**config.mk**
```make
export PLATFORM = sky130hd
export DESIGN_NAME = radix_digit_formatter_unit
export DESIGN_NICKNAME = d
export VERILOG_FILES = /design/src/hw/rtl/rdf_pkg.sv /design/src/hw/rtl/radix_digit_formatter_unit.sv
export SDC_FILE = /design/constraint.sdc
export NUM_CORES = 1
export LEC_CHECK = 0
export BUFFER_PORTS_ARGS = -buffer_cell sky130_fd_sc_hd__buf_4
export CAP_MARGIN = 20
export CORE_MARGIN = 5
export CORE_UTILIZATION = 25
export DETAILED_ROUTE_END_ITERATION = 6
export PLACE_DENSITY = 0.52
export SYNTH_ARGS = -nofsm -noshare
export SYNTH_HDL_FRONTEND = slang
export SYNTH_SLANG_ARGS = --single-unit
```
**constraint.sdc**
```tcl
create_clock -name aclk -period 5.8 [get_ports aclk]
set_clock_uncertainty 0.1 [all_clocks]
set_input_delay 1.16 -clock aclk [delete_from_list [all_inputs] [get_ports aclk]]
set_output_delay 1.16 -clock aclk [all_outputs]
set_load 0.05 [all_outputs]
```
**src/hw/rtl/rdf_pkg.sv**
```systemverilog
// ----------------------------------------------------------------------------
// rdf_pkg
// Shared types and constants for the radix digit formatter: sequencer states,
// configuration register indexes and the symbol validity limits.
// ----------------------------------------------------------------------------
package rdf_pkg;

    // Sequencer states
    typedef enum logic [2:0] {
        ST_IDLE,
        ST_CHECK,
        ST_DIV,
        ST_EMIT_RD,
        ST_EMIT_LD
    } rdf_state_t;

    // Configuration register indexes
    localparam logic [1:0] CFG_BASE_LENGTH  = 2'd0;
    localparam logic [1:0] CFG_SYMBOLS_LOW  = 2'd1;
    localparam logic [1:0] CFG_SYMBOLS_HIGH = 2'd2;

    // Alphabet limits
    localparam int unsigned MAX_SYMBOLS = 16;
    localparam logic [7:0]  CHAR_PLUS   = 8'd43;   // '+'
    localparam logic [7:0]  CHAR_MINUS  = 8'd45;   // '-'
    localparam logic [7:0]  CHAR_LOWEST = 8'd33;
    localparam logic [7:0]  CHAR_HIGHEST = 8'd126;

    // Field widths
    localparam int unsigned VALUE_W = 64;
    localparam int unsigned POS_W   = 6;

    // Reset alphabet "abcdefgh89abcdef", symbol 0 first
    localparam logic [4:0]  BASE_LENGTH_RST  = 5'd16;
    localparam logic [63:0] SYMBOLS_LOW_RST  = 64'd7523094288207667809;
    localparam logic [63:0] SYMBOLS_HIGH_RST = 64'd7378413942531504440;

endpackage

```
**src/hw/rtl/radix_digit_formatter_unit.sv**
```systemverilog
// ----------------------------------------------------------------------------
// radix_digit_formatter_unit
// Writes an unsigned 64-bit value out as symbols of a configurable base, most
// significant digit first, one symbol per output request, last one flagged.
// ----------------------------------------------------------------------------
// One value is handled at a time. After acceptance the alphabet is checked,
// one symbol per cycle; a bad alphabet drops the value with no output. Each
// digit is then formed on a bit-serial shift-subtract divider whose
// remainder is written into the digit memory, and each digit is read back
// from that memory and then loaded into the output register, the load
// waiting while a held output request blocks it. The next value is accepted
// as soon as the final symbol sits in the output register.
// A value needing more than MAX_DIGITS digits keeps the most significant
// MAX_DIGITS of them, as the memory is written as a ring.
module radix_digit_formatter_unit #(
    parameter int unsigned MAX_DIGITS = 64
) (
    input  logic        aclk,
    input  logic        aresetn,

    // Configuration write channel
    input  logic        cfg_valid,
    output logic        cfg_ready,
    input  logic [1:0]  cfg_index,
    input  logic [63:0] cfg_data,

    // Input stream
    input  logic        s_tvalid,
    output logic        s_tready,
    input  logic [63:0] s_tdata,    // [63:0] value

    // Output stream
    output logic        m_tvalid,
    input  logic        m_tready,
    output logic [15:0] m_tdata,    // [7:0] digit_char, [13:8] position, [15:14] zero
    output logic        m_tlast     // last_digit
);

    localparam int unsigned AW = (MAX_DIGITS > 1) ? $clog2(MAX_DIGITS) : 1;
    localparam int unsigned CW = $clog2(MAX_DIGITS + 1);
    localparam logic [AW-1:0] LAST_ADDR = AW'(MAX_DIGITS - 1);
    localparam logic [CW-1:0] FULL_COUNT = CW'(MAX_DIGITS);

    // Configuration registers
    logic [4:0]   base_len_reg;
    logic [63:0]  sym_lo_reg;
    logic [63:0]  sym_hi_reg;
    logic [127:0] sym_all;

    // Sequencer
    rdf_pkg::rdf_state_t state_reg, state_next;

    // Datapath registers
    logic [rdf_pkg::VALUE_W-1:0] q_reg;
    logic [3:0]                  rem_reg;
    logic [5:0]                  bit_cnt_reg;
    logic [3:0]                  chk_idx_reg;
    logic [AW-1:0]               wptr_reg;
    logic [AW-1:0]               raddr_reg;
    logic [CW-1:0]               count_reg;
    logic [CW-1:0]               left_reg;
    logic [rdf_pkg::POS_W-1:0]   k_reg;
    logic [3:0]                  rdata_reg;

    // Output register
    logic                        m_tvalid_reg;
    logic [7:0]                  m_char_reg;
    logic [rdf_pkg::POS_W-1:0]   m_pos_reg;
    logic                        m_last_reg;

    // Digit memory, least significant digit first
    logic [3:0] digit_mem [MAX_DIGITS];

    // Strobes and combinational values
    logic                        in_accept;
    logic                        len_ok;
    logic                        out_free;
    logic                        out_load;
    logic                        div_last;
    logic                        emit_last;
    logic [7:0]                  chk_char;
    logic                        chk_dup;
    logic                        chk_bad;
    logic                        chk_done;
    logic [4:0]                  div_shift;
    logic                        div_ge;
    logic [4:0]                  div_sub;
    logic [3:0]                  rem_next;
    logic [rdf_pkg::VALUE_W-1:0] q_next;
    logic [CW-1:0]               count_next;

    assign sym_all = {sym_hi_reg, sym_lo_reg};

    // Configuration writes, always taken
    assign cfg_ready = 1'b1;

    always_ff @(posedge aclk) begin
        if (!aresetn) begin
            base_len_reg <= rdf_pkg::BASE_LENGTH_RST;
            sym_lo_reg   <= rdf_pkg::SYMBOLS_LOW_RST;
            sym_hi_reg   <= rdf_pkg::SYMBOLS_HIGH_RST;
        end else if (cfg_valid && cfg_ready) begin
            case (cfg_index)
                rdf_pkg::CFG_BASE_LENGTH:  base_len_reg <= cfg_data[4:0];
                rdf_pkg::CFG_SYMBOLS_LOW:  sym_lo_reg   <= cfg_data;
                rdf_pkg::CFG_SYMBOLS_HIGH: sym_hi_reg   <= cfg_data;
                default: ;
            endcase
        end
    end

    // Alphabet check, one symbol against all later ones per cycle
    assign len_ok   = (base_len_reg >= 5'd2) && (base_len_reg <= 5'(rdf_pkg::MAX_SYMBOLS));
    assign chk_char = sym_all[{chk_idx_reg, 3'b000} +: 8];

    always_comb begin
        chk_dup = 1'b0;
        for (int b = 0; b < rdf_pkg::MAX_SYMBOLS; b++) begin
            if ((5'(b) > {1'b0, chk_idx_reg}) && (5'(b) < base_len_reg)
                && (sym_all[b*8 +: 8] == chk_char)) begin
                chk_dup = 1'b1;
            end
        end
    end

    assign chk_bad  = chk_dup || (chk_char == rdf_pkg::CHAR_PLUS)
                      || (chk_char == rdf_pkg::CHAR_MINUS)
                      || (chk_char < rdf_pkg::CHAR_LOWEST)
                      || (chk_char > rdf_pkg::CHAR_HIGHEST);
    assign chk_done = ({1'b0, chk_idx_reg} == (base_len_reg - 5'd1));

    // Bit-serial restoring divider step
    assign div_shift = {rem_reg, q_reg[rdf_pkg::VALUE_W-1]};
    assign div_ge    = (div_shift >= base_len_reg);
    assign div_sub   = div_shift - base_len_reg;
    assign rem_next  = div_ge ? div_sub[3:0] : div_shift[3:0];
    assign q_next    = {q_reg[rdf_pkg::VALUE_W-2:0], div_ge};
    assign count_next = (count_reg == FULL_COUNT) ? count_reg : count_reg + CW'(1);

    assign out_free  = !m_tvalid_reg || m_tready;
    assign emit_last = (left_reg == CW'(1));

    // Next state
    always_comb begin
        state_next = state_reg;
        unique case (state_reg)
            rdf_pkg::ST_IDLE: begin
                if (in_accept && len_ok) state_next = rdf_pkg::ST_CHECK;
            end
            rdf_pkg::ST_CHECK: begin
                if (chk_bad)       state_next = rdf_pkg::ST_IDLE;
                else if (chk_done) state_next = rdf_pkg::ST_DIV;
            end
            rdf_pkg::ST_DIV: begin
                if (div_last && (q_next == '0)) state_next = rdf_pkg::ST_EMIT_RD;
            end
            rdf_pkg::ST_EMIT_RD: begin
                state_next = rdf_pkg::ST_EMIT_LD;
            end
            rdf_pkg::ST_EMIT_LD: begin
                if (out_free) begin
                    state_next = emit_last ? rdf_pkg::ST_IDLE : rdf_pkg::ST_EMIT_RD;
                end
            end
            default: state_next = rdf_pkg::ST_IDLE;
        endcase
    end

    // State outputs
    always_comb begin
        s_tready = 1'b0;
        div_last = 1'b0;
        out_load = 1'b0;
        unique case (state_reg)
            rdf_pkg::ST_IDLE:    s_tready = 1'b1;
            rdf_pkg::ST_CHECK:   ;
            rdf_pkg::ST_DIV:     div_last = (bit_cnt_reg == 6'd63);
            rdf_pkg::ST_EMIT_RD: ;
            rdf_pkg::ST_EMIT_LD: out_load = out_free;
            default: ;
        endcase
    end

    assign in_accept = s_tvalid && s_tready;

    // Control registers
    always_ff @(posedge aclk) begin
        if (!aresetn) begin
            state_reg    <= rdf_pkg::ST_IDLE;
            m_tvalid_reg <= 1'b0;
            count_reg    <= '0;
        end else begin
            state_reg <= state_next;
            if (out_load)      m_tvalid_reg <= 1'b1;
            else if (m_tready) m_tvalid_reg <= 1'b0;
            if (in_accept)     count_reg <= '0;
            else if (div_last) count_reg <= count_next;
        end
    end

    // Datapath
    always_ff @(posedge aclk) begin
        if (in_accept) begin
            q_reg       <= s_tdata;
            rem_reg     <= '0;
            bit_cnt_reg <= '0;
            chk_idx_reg <= '0;
            wptr_reg    <= '0;
        end
        if (state_reg == rdf_pkg::ST_CHECK) begin
            chk_idx_reg <= chk_idx_reg + 4'd1;
        end
        if (state_reg == rdf_pkg::ST_DIV) begin
            q_reg       <= q_next;
            bit_cnt_reg <= bit_cnt_reg + 6'd1;
            rem_reg     <= div_last ? 4'd0 : rem_next;
        end
        // Digit finished: ring pointer advances, readback starts at newest digit
        if (div_last) begin
            wptr_reg  <= (wptr_reg == LAST_ADDR) ? '0 : wptr_reg + AW'(1);
            raddr_reg <= wptr_reg;
            left_reg  <= count_next;
            k_reg     <= '0;
        end
        if (out_load) begin
            raddr_reg  <= (raddr_reg == '0) ? LAST_ADDR : raddr_reg - AW'(1);
            left_reg   <= left_reg - CW'(1);
            k_reg      <= k_reg + rdf_pkg::POS_W'(1);
            m_char_reg <= sym_all[{rdata_reg, 3'b000} +: 8];
            m_pos_reg  <= k_reg;
            m_last_reg <= emit_last;
        end
    end

    // Digit memory: write on digit completion, registered read
    always_ff @(posedge aclk) begin
        if (div_last) begin
            digit_mem[wptr_reg] <= rem_next;
        end
        if (state_reg == rdf_pkg::ST_EMIT_RD) begin
            rdata_reg <= digit_mem[raddr_reg];
        end
    end

    assign m_tvalid = m_tvalid_reg;
    assign m_tdata  = {2'b00, m_pos_reg, m_char_reg};
    assign m_tlast  = m_last_reg;

    // Checks
    a_rem_below_radix: assert property (@(posedge aclk) disable iff (!aresetn)
        (state_reg == rdf_pkg::ST_DIV) |-> ({1'b0, rem_reg} < base_len_reg))
        else $error("divider remainder not below radix");

    a_count_bounded: assert property (@(posedge aclk) disable iff (!aresetn)
        count_reg <= FULL_COUNT)
        else $error("digit count exceeds memory depth");

    a_emit_has_digits: assert property (@(posedge aclk) disable iff (!aresetn)
        ((state_reg == rdf_pkg::ST_EMIT_RD) || (state_reg == rdf_pkg::ST_EMIT_LD))
        |-> (left_reg != '0))
        else $error("emitting with no digits left");

    a_last_ends_run: assert property (@(posedge aclk) disable iff (!aresetn)
        (out_load && emit_last) |=> (state_reg == rdf_pkg::ST_IDLE) && m_tvalid_reg && m_last_reg)
        else $error("final digit did not end the run");

endmodule
```
==> metrics.csv, run 1 <==
metric,value,unit
DIE WIDTH,327,um
n_diodes,0,
All-Layer GR Usage,13.5,%
most frequent cell after synthesis,nand2_1,
sequential share of power,41.4,%
RSZ-0062 raised after global routing,false,
largest area contributor in the netlist,edfxtp_1,
placer's final routability congestion estimate,0.900,
clock buffer depth,3,
Clock Sinks,522,
Area Growth Syn to Fin,17.5,%
P_leak,10.2,nW
synthesized instance count,2084,
CTS resizes,0,
largest net degree at the start of global routing,83,
Num CTS Buffers,56,
Starting Density,25.2,%
port bufs,151,
Max VDD drop,0.250,mV
clock root buffer master,clkbuf_16,
# IOs,155,
Mapped Avg Cell Area,12.1,sq um
vias per inst,4.80,
layout cell share with drive strength beyond 1,19.8,%
final core utilization,29.6,%
CP required,6.23,ns
setup tns final,0,ns
drc violations,0,
number of flops mapped to enable cells by yosys,378,
max reg flops,256,
Routed Antenna Nets,0,
postcts setup bufs,0,
H-tree depth,2,
Power Internal,8.57,mW
HP Class,flop to flop,
Clock Latency Late Sink,0.63,ns
Row Count,116,
main combinational cell family by area after synthesis,simple AND/OR/NAND/NOR gates,
top post-synthesis cells by area,"edfxtp_1 (45%), mux4_2 (12%), dfxtp_1 (11%)",
synth unique cells,70,
"Most flops, register",digit_mem,
total routed wirelength,75.0,mm
First-pass DRT Iterations,5,
Detailed Route Iter0 Violations,1406,
Nets,2336,
die area,107000,sq um
Least-Margin Pin Slew,1.13,ns
worst setup margin,1.26,ns
crit share post-route,78.2,%
hold buffers post-CTS,0,
combinational power share,29.1,%
sequential cell area fraction in the yosys report,56.5,%
synthesized flop and latch total,522,
CP max FO,20,
CTS tree,done,
Finished Layout Cells,3525,
Critical Path Start Type,flop,
CP Data Arrival Time,4.97,ns
Clock power frac,29.5,%
Core ar.,100000,sq um
post-synthesis cell area,25200,sq um
Yosys warning count,0,
global-route wire length before repair,112,mm
DR vias,16900,
Max Cap Viol,0,
worst rel slew slack,23.9,%
Power Density,435,nW/um^2
Yosys top cell area share,45.0,%
setup slack at placement,1.32,ns
Die H,327,um
DR WL/cell,21.3,um
placed cells,3417,
"Slew Viols, Final",0,
mux cell area share after synthesis,14.0,%
Post-Synth Adder-Cell Area,1.07,%
Max Freq,220,MHz
status,"finished, final reports clean",
Worst-path clk slew,0.06,ns
initial antenna violation count,0,
minimum period implied by the final worst setup slack,4.54,ns
XOR/XNOR Fraction of Synth Area,5.35,%
Post-synth ARST share,0,%
Setup-failing EPs final,0,
"Hold Vio Cnt, Final",0,
number of global-route vias before repair,17500,
Worst setup EP type,flop,
crit path kind,flop to flop,
post-synthesis compound-gate area fraction,5.28,%
Post-DP HPWL,53.8,mm
ys flop type,edfxtp_1,
most frequent cells after synthesis,"nand2_1 (498), edfxtp_1 (378), dfxtp_1 (144)",
grt total ovfl,0,
simple-gate portion of the synthesized area,14.7,%
switch share,33.5,%
switching power total,4.31,mW
worst paths after layout:
check	to	cells after the start	startpoint	slack (ns)
max reg2reg	state_reg[1]	13	chk_idx_reg[0]	1.26
max	state_reg[1]	13	chk_idx_reg[0]	1.26
min reg2reg	m_pos_reg[5]	0	k_reg[5]	0.39
min	m_pos_reg[5]	0	k_reg[5]	0.39
power groups by stage:
stage	Clock [mW]	Combinational (mW)	Sequential [mW]
after floorplan	0	2.65	5.27
after global placement	0	3.62	5.41
after detailed placement	0	3.69	5.42
after CTS	3.91	3.70	5.34
after global routing	4.05	4.06	5.37
final	3.80	3.75	5.33
final cells by class:
type	count	area, sq um
Inverter	23	86.3
Sequential cell	522	14200
Fill cell	10200	70500
Tap cell	1298	1620
Multi-Input combinational cell	1392	10300
Clock inverter	36	472
Clock buffer	69	1500
Timing Repair Buffer	185	1450
cells in the final DEF (no fill, tap or decap), types with 6 or more instances in the layout:
| cell type | n |
|---|---|
| a21oi_1 | 31 |
| clkbuf_1 | 9 |
| xnor2_1 | 108 |
| xor2_1 | 46 |
| mux4_2 | 135 |
| edfxtp_1 | 378 |
| nor2_1 | 128 |
| mux2i_1 | 30 |
| or3_1 | 12 |
| buf_4 | 181 |
| dfxtp_1 | 144 |
| and3_1 | 10 |
| o21ai_0 | 22 |
| nand3b_1 | 8 |
| ha_1 | 20 |
| clkinv_2 | 7 |
| nand2b_1 | 6 |
| inv_1 | 23 |
| nand3_1 | 78 |
| nor2b_1 | 10 |
| clkbuf_16 | 57 |
| nand2_1 | 497 |
| nor4_1 | 23 |
| nand4_1 | 18 |
| bufinv_16 | 9 |
| nor3_1 | 31 |
| a21boi_0 | 71 |
| mux4_1 | 6 |
| a31oi_1 | 11 |
| o211ai_1 | 6 |
| clkinv_1 | 6 |
critical path, cell delays in order, from the launching register on:
cell       delay (ns)
edfxtp_1         0.89
buf_4            0.36
buf_4            0.22
mux4_2           0.53
a21o_1           0.19
a22oi_1          0.22
buf_4            0.28
xnor2_1          0.17
nor3_1           0.07
nand3_1          0.11
o2111ai_1        0.11
nor4_1           0.73
a31oi_1          0.17
o211a_1          0.24
through the flow:
| stage | area, sq um | total power [mW] | hold slack (ns) |
|---|---|---|---|
| 4_1_cts | 29600 | 13.0 | 0.386 |
| 5_1_grt | 29600 | 13.5 | 0.407 |
| 3_5_place_dp | 27600 | 9.11 | 0.371 |
| 6_report | 29600 | 12.9 | 0.388 |
| 2_1_floorplan | 25200 | 7.92 | 0.349 |
| 3_3_place_gp | 27600 | 9.03 | 0.366 |
cell families (layout without fill, tap and decap cells):
| group | Yosys count | after routing |
|---|---|---|
| and+or+nand+nor | 854 | 854 |
| DFF | 522 | 522 |
| AOI/OAI and AO/OA | 187 | 187 |
| muxes | 173 | 173 |
| buffers and inverters | 171 | 313 |
| xor gates and xnor gates | 154 | 154 |
| adders and majority gates | 21 | 21 |
| other | 2 | 3 |
routing by layer:
| layer | share of wire, % | wire [um] | vias to the layer above | global-route usage [%] |
|---|---|---|---|---|
| met5 | 0 | 0 | - | 0 |
| met4 | 2.0 | 1530 | 0 | 3.22 |
| met3 | 5.3 | 3960 | 101 | 2.02 |
| met2 | 49 | 37000 | 497 | 23.2 |
| met1 | 43 | 32600 | 8596 | 18.1 |
| li1 | - | - | 7730 | - |
No activity file was read; power rests on OpenSTA's default activity.
==> run 2: changes to the inputs <==
--- a/config.mk
+++ b/config.mk
@@ -5,6 +5,7 @@
 export SDC_FILE = /design/constraint.sdc
 export NUM_CORES = 1
 export LEC_CHECK = 0
+export ABC_AREA = 1
 export BUFFER_PORTS_ARGS = -buffer_cell sky130_fd_sc_hd__buf_4
 export CAP_MARGIN = 20
 export CORE_MARGIN = 5
==> constraint.sdc (replaced) <==
create_clock -name aclk -period 4.3 [get_ports aclk]
set_clock_uncertainty 0.1 [all_clocks]
set_input_delay 0.86 -clock aclk [delete_from_list [all_inputs] [get_ports aclk]]
set_output_delay 0.86 -clock aclk [all_outputs]
set_load 0.05 [all_outputs]
==> run 2 against run 1 <==
Effect of this change:
- hold slack worse by 0.032 ns
- clock power is 41% higher
- register-to-register slack worse by 0.60 ns
- sequential power is 34% higher
==> metrics.csv, run 2 <==
metric,value,unit,change
Yosys top cell area share,43.6,%,was 45.0%
layout cell share with drive strength beyond 1,10.7,%,was 19.8%
worst rel slew slack,32.7,%,was 23.9%
DR WL/cell,19.3,um,was 21.3 um
Core ar.,103000,sq um,was 100000 sq um
DR vias,21800,,was 16900
"slowest stage delay, CP",0.48,ns,was 0.89 ns
Nets,3253,,was 2336
grt total ovfl,0,,unchanged
largest net degree at the start of global routing,132,,was 83
synth unique cells,51,,was 70
synthesized flop and latch total,522,,unchanged
Die H,333,um,was 327 um
Yosys warning count,0,,unchanged
most frequent cells in the layout,"nand2_1 (723), edfxtp_1 (378), nor2_1 (352)",,"was nand2_1 (497), edfxtp_1 (378), buf_4 (181)"
max reg flops,256,,unchanged
ys flop type,edfxtp_1,,unchanged
number of global-route vias before repair,20700,,was 17500
initial antenna violation count,2,,was 0
CTS tree,done,,unchanged
synthesized instance count,3019,,was 2084
Finished Layout Cells,4530,,was 3525
vias per inst,4.80,,about the same
Post-DP HPWL,60.4,mm,was 53.8 mm
CP bufs+invs,3,,unchanged
CP max FO,58,,was 20
RSZ-0062 raised after global routing,false,,unchanged
"Slew Viols, Final",0,,unchanged
Area Growth Syn to Fin,17.2,%,was 17.5%
Most Frequent Cell on Critical Path,nand2_1,,was buf_4
final core utilization,29.5,%,was 29.6%
Worst-path clk slew,0.06,ns,about the same
global-route wire length before repair,130,mm,was 112 mm
Power Density,635,nW/um^2,was 435 nW/um^2
Post-synth ARST share,0,%,unchanged
CP max-delay cell,edfxtp_1,,unchanged
Least-Margin Pin Slew,1.00,ns,was 1.13 ns
drc violations,0,,unchanged
postcts setup bufs,0,,unchanged
top post-synthesis cells by area,"edfxtp_1 (44%), dfxtp_1 (11%), nand2_1 (10%)",,"was edfxtp_1 (45%), mux4_2 (12%), dfxtp_1 (11%)"
CP Cell Sequence,inv_6 -> buf_4 -> nand2_1 -> nand3_1 -> nand2_1 -> nand2_1 -> nand2_1 -> nor2_4 -> inv_1 -> nand2_1 -> a21oi_1 -> nand3_1 -> nor2_1 -> nor2_1 -> nand2_1 -> nor2_2 -> nand3_2 -> nand2_2 -> nand2_1 -> nand2_1 -> nor2_1,,was buf_4 -> buf_4 -> mux4_2 -> a21o_1 -> a22oi_1 -> buf_4 -> xnor2_1 -> nor3_1 -> nand3_1 -> o2111ai_1 -> nor4_1 -> a31oi_1 -> o211a_1
post-synthesis cell area,26100,sq um,was 25200 sq um
setup tns final,0,ns,unchanged
placed cells,4417,,was 3417
"Hold Vio Cnt, Final",0,,unchanged
total routed wirelength,87.5,mm,was 75.0 mm
Row Count,118,,was 116
most frequent cell after synthesis,nand2_1,,unchanged
CP Data Arrival Time,4.06,ns,was 4.97 ns
Critical Path Start Type,flop,,unchanged
Worst setup EP type,flop,,unchanged
"most common cell after layout, fill and taps aside",nand2_1,,unchanged
Starting Density,25.2,%,about the same
critical path's top delay family,simple AND/OR/NAND/NOR gates,,was compound AO/OA/AOI/OAI gates
Clock Latency Late Sink,0.68,ns,was 0.63 ns
port bufs,151,,unchanged
First-pass DRT Iterations,6,,was 5
Detailed Route Iter0 Violations,2203,,was 1406
"Most flops, register",digit_mem,,unchanged
placer's final routability congestion estimate,0.900,,about the same
P_leak,11.7,nW,was 10.2 nW
All-Layer GR Usage,15.0,%,was 13.5%
HP Class,input pin to flop,,was flop to flop
die area,111000,sq um,was 107000 sq um
minimum period implied by the final worst setup slack,3.64,ns,was 4.54 ns
DIE WIDTH,333,um,was 327 um
setup slack at placement,0.736,ns,was 1.32 ns
Clock Sinks,522,,unchanged
Max Cap Viol,0,,unchanged
sequential cell area fraction in the yosys report,54.6,%,was 56.5%
Setup-failing EPs final,0,,unchanged
largest area contributor in the netlist,edfxtp_1,,unchanged
hold buffers post-CTS,0,,unchanged
Num CTS Buffers,58,,was 56
Mapped Avg Cell Area,8.63,sq um,was 12.1 sq um
clock root buffer master,clkbuf_16,,unchanged
worst setup margin,0.662,ns,was 1.26 ns
crit share post-route,84.6,%,was 78.2%
status,"finished, final reports clean",,unchanged
number of flops mapped to enable cells by yosys,378,,unchanged
clock buffer depth,3,,unchanged
crit path kind,flop to flop,,unchanged
CTS resizes,0,,unchanged
WHS,0.356,ns,was 0.388 ns
Max Freq,275,MHz,was 220 MHz
most frequent cells after synthesis,"nand2_1 (724), edfxtp_1 (378), nor2_1 (354)",,"was nand2_1 (498), edfxtp_1 (378), dfxtp_1 (144)"
Max VDD drop,0.446,mV,was 0.250 mV
# IOs,155,,unchanged
H-tree depth,2,,unchanged
CP required,4.72,ns,was 6.23 ns
Routed Antenna Nets,0,,unchanged
==> run 2: changes by cell type after synthesis, sizes merged, moves of 133 or more <==
| cell | change |
|---|---|
| a21oi | +133 |
| o21ai | +328 |
| mux4 | -141 |
| nand2 | +241 |
| nor2 | +237 |
| inv | +225 |
==> run 2: cells by family (layout without fill, tap and decap cells) <==
logic type / after synthesis / count (layout) / share of synthesized area (%)
compound gates: 695 / 695 / 15.0
xor+xnor: 51 / 51 / 1.71
fa+ha+maj: 21 / 21 / 1.04
buf+inv: 430 / 557 / 7.07
flops: 522 / 522 / 54.6
other cells: 2 / 6 / 0.0288
simple gates: 1298 / 1298 / 20.5
==> run 2: layer usage <==
metal | vias up | GRT usage, % | wire length [um]
li1 | 10400 | - | -
met1 | 10400 | 21.4 | 39600
met2 | 795 | 23.7 | 39100
met3 | 122 | 2.52 | 6560
met4 | 0 | 3.92 | 2240
met5 | - | 0 | 0
==> run 2: layout make-up <==
class                      count  area [sq um]
fill                       11000         73000
sequential                   522         14200
multi-input combinational   2068         10000
tap                         1380          1730
timing repair buffer         194          1540
clock buffer                  70          1540
inverter                     253           966
clock inverter                40           508
antenna                        3          7.51
==> run 2: power by group <==
part / switching [mW] / leakage (nW) / internal [mW]
Combinational: 5.10 / 6.04 / 1.78
Sequential: 0.329 / 4.65 / 6.83
Clock: 2.25 / 1.00 / 3.11
==> run 2: tightest hold or removal path, cell delays in order <==
cell and delay [ns]:
buf_4 0.08, nand2_1 0.04, o211ai_1 0.06
==> run 2: per-stage QoR <==
step	power [mW]	cell area, sq um
after floorplan	11.8	26100
after global routing	20.5	30500
after global placement	14.1	28500
after CTS	19.5	30500
after detailed placement	14.1	28500
final	19.4	30500
==> run 2: final timing paths <==
kind,start,end,slack (ns),cells after the start
setup reg to reg,chk_idx_reg[0],state_reg[1],0.66,21
hold reg to reg,sym_lo_reg[1],sym_lo_reg[1],0.37,2
setup / recovery,chk_idx_reg[0],state_reg[1],0.66,21
hold / removal,cfg_data[42],sym_hi_reg[42],0.36,3
==> run 3: changes to the inputs <==
==> constraint.sdc (replaced) <==
create_clock -name aclk -period 3.75 [get_ports aclk]
set_clock_uncertainty 0.1 [all_clocks]
set_input_delay 0.75 -clock aclk [delete_from_list [all_inputs] [get_ports aclk]]
set_output_delay 0.75 -clock aclk [all_outputs]
set_load 0.05 [all_outputs]
==> run 3 against run 2 <==
Effect of this change:
- global-route usage rose by 0.28 points
- clock-buffer cell count rose by 2
- final area rose by 0.66%
- power rose by 16%
- critical path depth fell by 1
- first-iteration DRC count fell by 2.9%
- non-clock buffer count rose by 14
- clock power rose by 18%
- maximum frequency rose by 7.1%
- cell count rose by 0.22%
- via count rose by 1.3%
- hold slack got worse by 0.11 ns
- critical path type unchanged
==> metrics.csv, run 3 (synthesis gave the netlist of run 2 again) <==
metric,value,unit,change
layout cell share with drive strength beyond 1,11.0,%,was 10.7%
P_leak,11.8,nW,was 11.7 nW
Post-DP HPWL,61.5,mm,was 60.4 mm
placed cells,4430,,was 4417
Core ar.,103000,sq um,unchanged
"Most flops, register",digit_mem,,unchanged
grt total ovfl,0,,unchanged
Die H,333,um,unchanged
vias per inst,4.86,,was 4.80
CP Cell Sequence,inv_6 -> nand2_1 -> nand3_1 -> nand2_1 -> nand2_1 -> nand2_2 -> nor2_4 -> nand2_1 -> o21ai_0 -> nor2_1 -> nand3_1 -> nor2_1 -> nor2_1 -> nand2_1 -> nor2_2 -> nand3_2 -> nand2_2 -> nand2_1 -> nand2_1 -> nor2_1,,was inv_6 -> buf_4 -> nand2_1 -> nand3_1 -> nand2_1 -> nand2_1 -> nand2_1 -> nor2_4 -> inv_1 -> nand2_1 -> a21oi_1 -> nand3_1 -> nor2_1 -> nor2_1 -> nand2_1 -> nor2_2 -> nand3_2 -> nand2_2 -> nand2_1 -> nand2_1 -> nor2_1
drc violations,0,,unchanged
Critical Path Start Type,flop,,unchanged
First-pass DRT Iterations,7,,was 6
Num CTS Buffers,57,,was 58
RSZ-0062 raised after global routing,false,,unchanged
Clock Sinks,522,,unchanged
Post-Place Cell Area,28600,sq um,was 28500 sq um
"Slew Viols, Final",0,,unchanged
clock root buffer master,clkbuf_16,,unchanged
CP max-delay cell,nor2_4,,was edfxtp_1
"slowest stage delay, CP",0.54,ns,was 0.48 ns
setup tns final,0,ns,unchanged
worst r2r path cells,20,,was 21
Finished Layout Cells,4540,,was 4530
DR WL/cell,19.6,um,was 19.3 um
number of global-route vias before repair,20900,,was 20700
Least-Margin Pin Slew,1.08,ns,was 1.00 ns
status,"finished, final reports clean",,unchanged
max reg flops,256,,unchanged
Routed Antenna Nets,0,,unchanged
hold buffers post-CTS,0,,unchanged
Power Density,730,nW/um^2,was 635 nW/um^2
port bufs,151,,unchanged
Row Count,118,,unchanged
crit share post-route,90.6,%,was 84.6%
Area Growth Syn to Fin,18.0,%,was 17.2%
global-route wire length before repair,133,mm,was 130 mm
postcts setup bufs,0,,unchanged
Detailed Route Iter0 Violations,2140,,was 2203
CP required,4.18,ns,was 4.72 ns
CP max FO,61,,was 58
minimum period implied by the final worst setup slack,3.40,ns,was 3.64 ns
worst rel slew slack,28.1,%,was 32.7%
CP Data Arrival Time,3.83,ns,was 4.06 ns
Most Frequent Cell on Critical Path,nand2_1,,unchanged
largest net degree at the start of global routing,132,,unchanged
Max Freq,294,MHz,was 275 MHz
# fillers,10900,,was 11000
Max VDD drop,0.471,mV,was 0.446 mV
Clock Latency Late Sink,0.67,ns,was 0.68 ns
placer's final routability congestion estimate,0.946,,was 0.900
CP bufs+invs,1,,was 3
Max Cap Viol,0,,unchanged
All-Layer GR Usage,15.3,%,was 15.0%
# IOs,155,,unchanged
CTS resizes,0,,unchanged
Setup-failing EPs final,0,,unchanged
CTS tree,done,,unchanged
most frequent cells in the layout,"nand2_1 (723), edfxtp_1 (378), nor2_1 (352)",,unchanged
Worst-path clk slew,0.06,ns,about the same
HP Class,input pin to flop,,unchanged
hold depth,3,,unchanged
Worst setup EP type,flop,,unchanged
H-tree depth,2,,unchanged
DR vias,22000,,was 21800
Nets,3266,,was 3253
initial antenna violation count,3,,was 2
"most common cell after layout, fill and taps aside",nand2_1,,unchanged
number of cells on the critical path,20,,was 21
Reg2Reg Launch Point,chk_idx_reg[0],,unchanged
DIE WIDTH,333,um,unchanged
"Hold Vio Cnt, Final",0,,unchanged
crit path from,chk_idx_reg[0],,unchanged
die area,111000,sq um,unchanged
Starting Density,25.2,%,unchanged
Final Instance Area,30700,sq um,was 30500 sq um
critical path's top delay family,simple AND/OR/NAND/NOR gates,,unchanged
clock buffer depth,3,,unchanged
crit path kind,flop to flop,,unchanged
critical hold path startpoint,cfg_data[54],,was cfg_data[42]
total routed wirelength,89.1,mm,was 87.5 mm
==> run 3: cell count changes in the layout (fill, tap and decap cells not counted), moves of 2 or more <==
cell / delta
clkbuf_8: +4
clkinv_2: -5
buf_12: +4
bufinv_16: +3
diode_2: -2
buf_4: +10
clkbuf_16: -2
clkinv_4: -2
==> run 3: layer usage <==
| metal | up-vias | routed length [um] | track usage (%) |
|---|---|---|---|
| met3 | 153 | 5970 | 2.47 |
| met4 | 0 | 2770 | 4.61 |
| li1 | 10500 | - | - |
| met2 | 832 | 40100 | 24.3 |
| met1 | 10600 | 40300 | 21.5 |
| met5 | - | 0 | 0 |
==> run 3: stage by stage <==
stage               power [mW]  utilization [%]  hold WS (ns)  setup WS [ns]
floorplan                 13.6                -         0.326          0.660
CTS                       22.5             29.7         0.203          0.413
detailed placement        16.1             27.7         0.346          0.442
global route              23.6             29.7         0.235          0.152
global placement          16.1             27.7         0.339          0.441
finish                    22.4             29.7         0.243          0.353
==> run 3: area by class of cell <==
type	count	area, sq um	area share, %
antenna	1	2.50	0.00814
tap	1380	1730	5.62
multi-input combinational	2068	10000	32.6
timing repair buffer	208	1700	5.53
sequential	522	14200	46.3
clock inverter	36	554	1.80
clock buffer	72	1540	5.02
inverter	253	966	3.14
==> run 3: worst paths after layout <==
path / endpoint / slack, ns
max: state_reg[1] / 0.35
min: sym_lo_reg[54] / 0.24
max reg2reg: state_reg[1] / 0.35
min reg2reg: m_pos_reg[4] / 0.36
==> run 3: tightest hold or removal path, stage by stage <==
cell	delay (ns)
buf_4	0.08
nand2_1	0.04
o211ai_1	0.06
==> run 3: power by group <==
part | internal, mW | switching, mW | total (mW)
sequential | 7.84 | 0.394 | 8.24
clock | 3.76 | 2.56 | 6.32
combinational | 2.08 | 5.81 | 7.90
total | 13.7 | 8.76 | 22.4
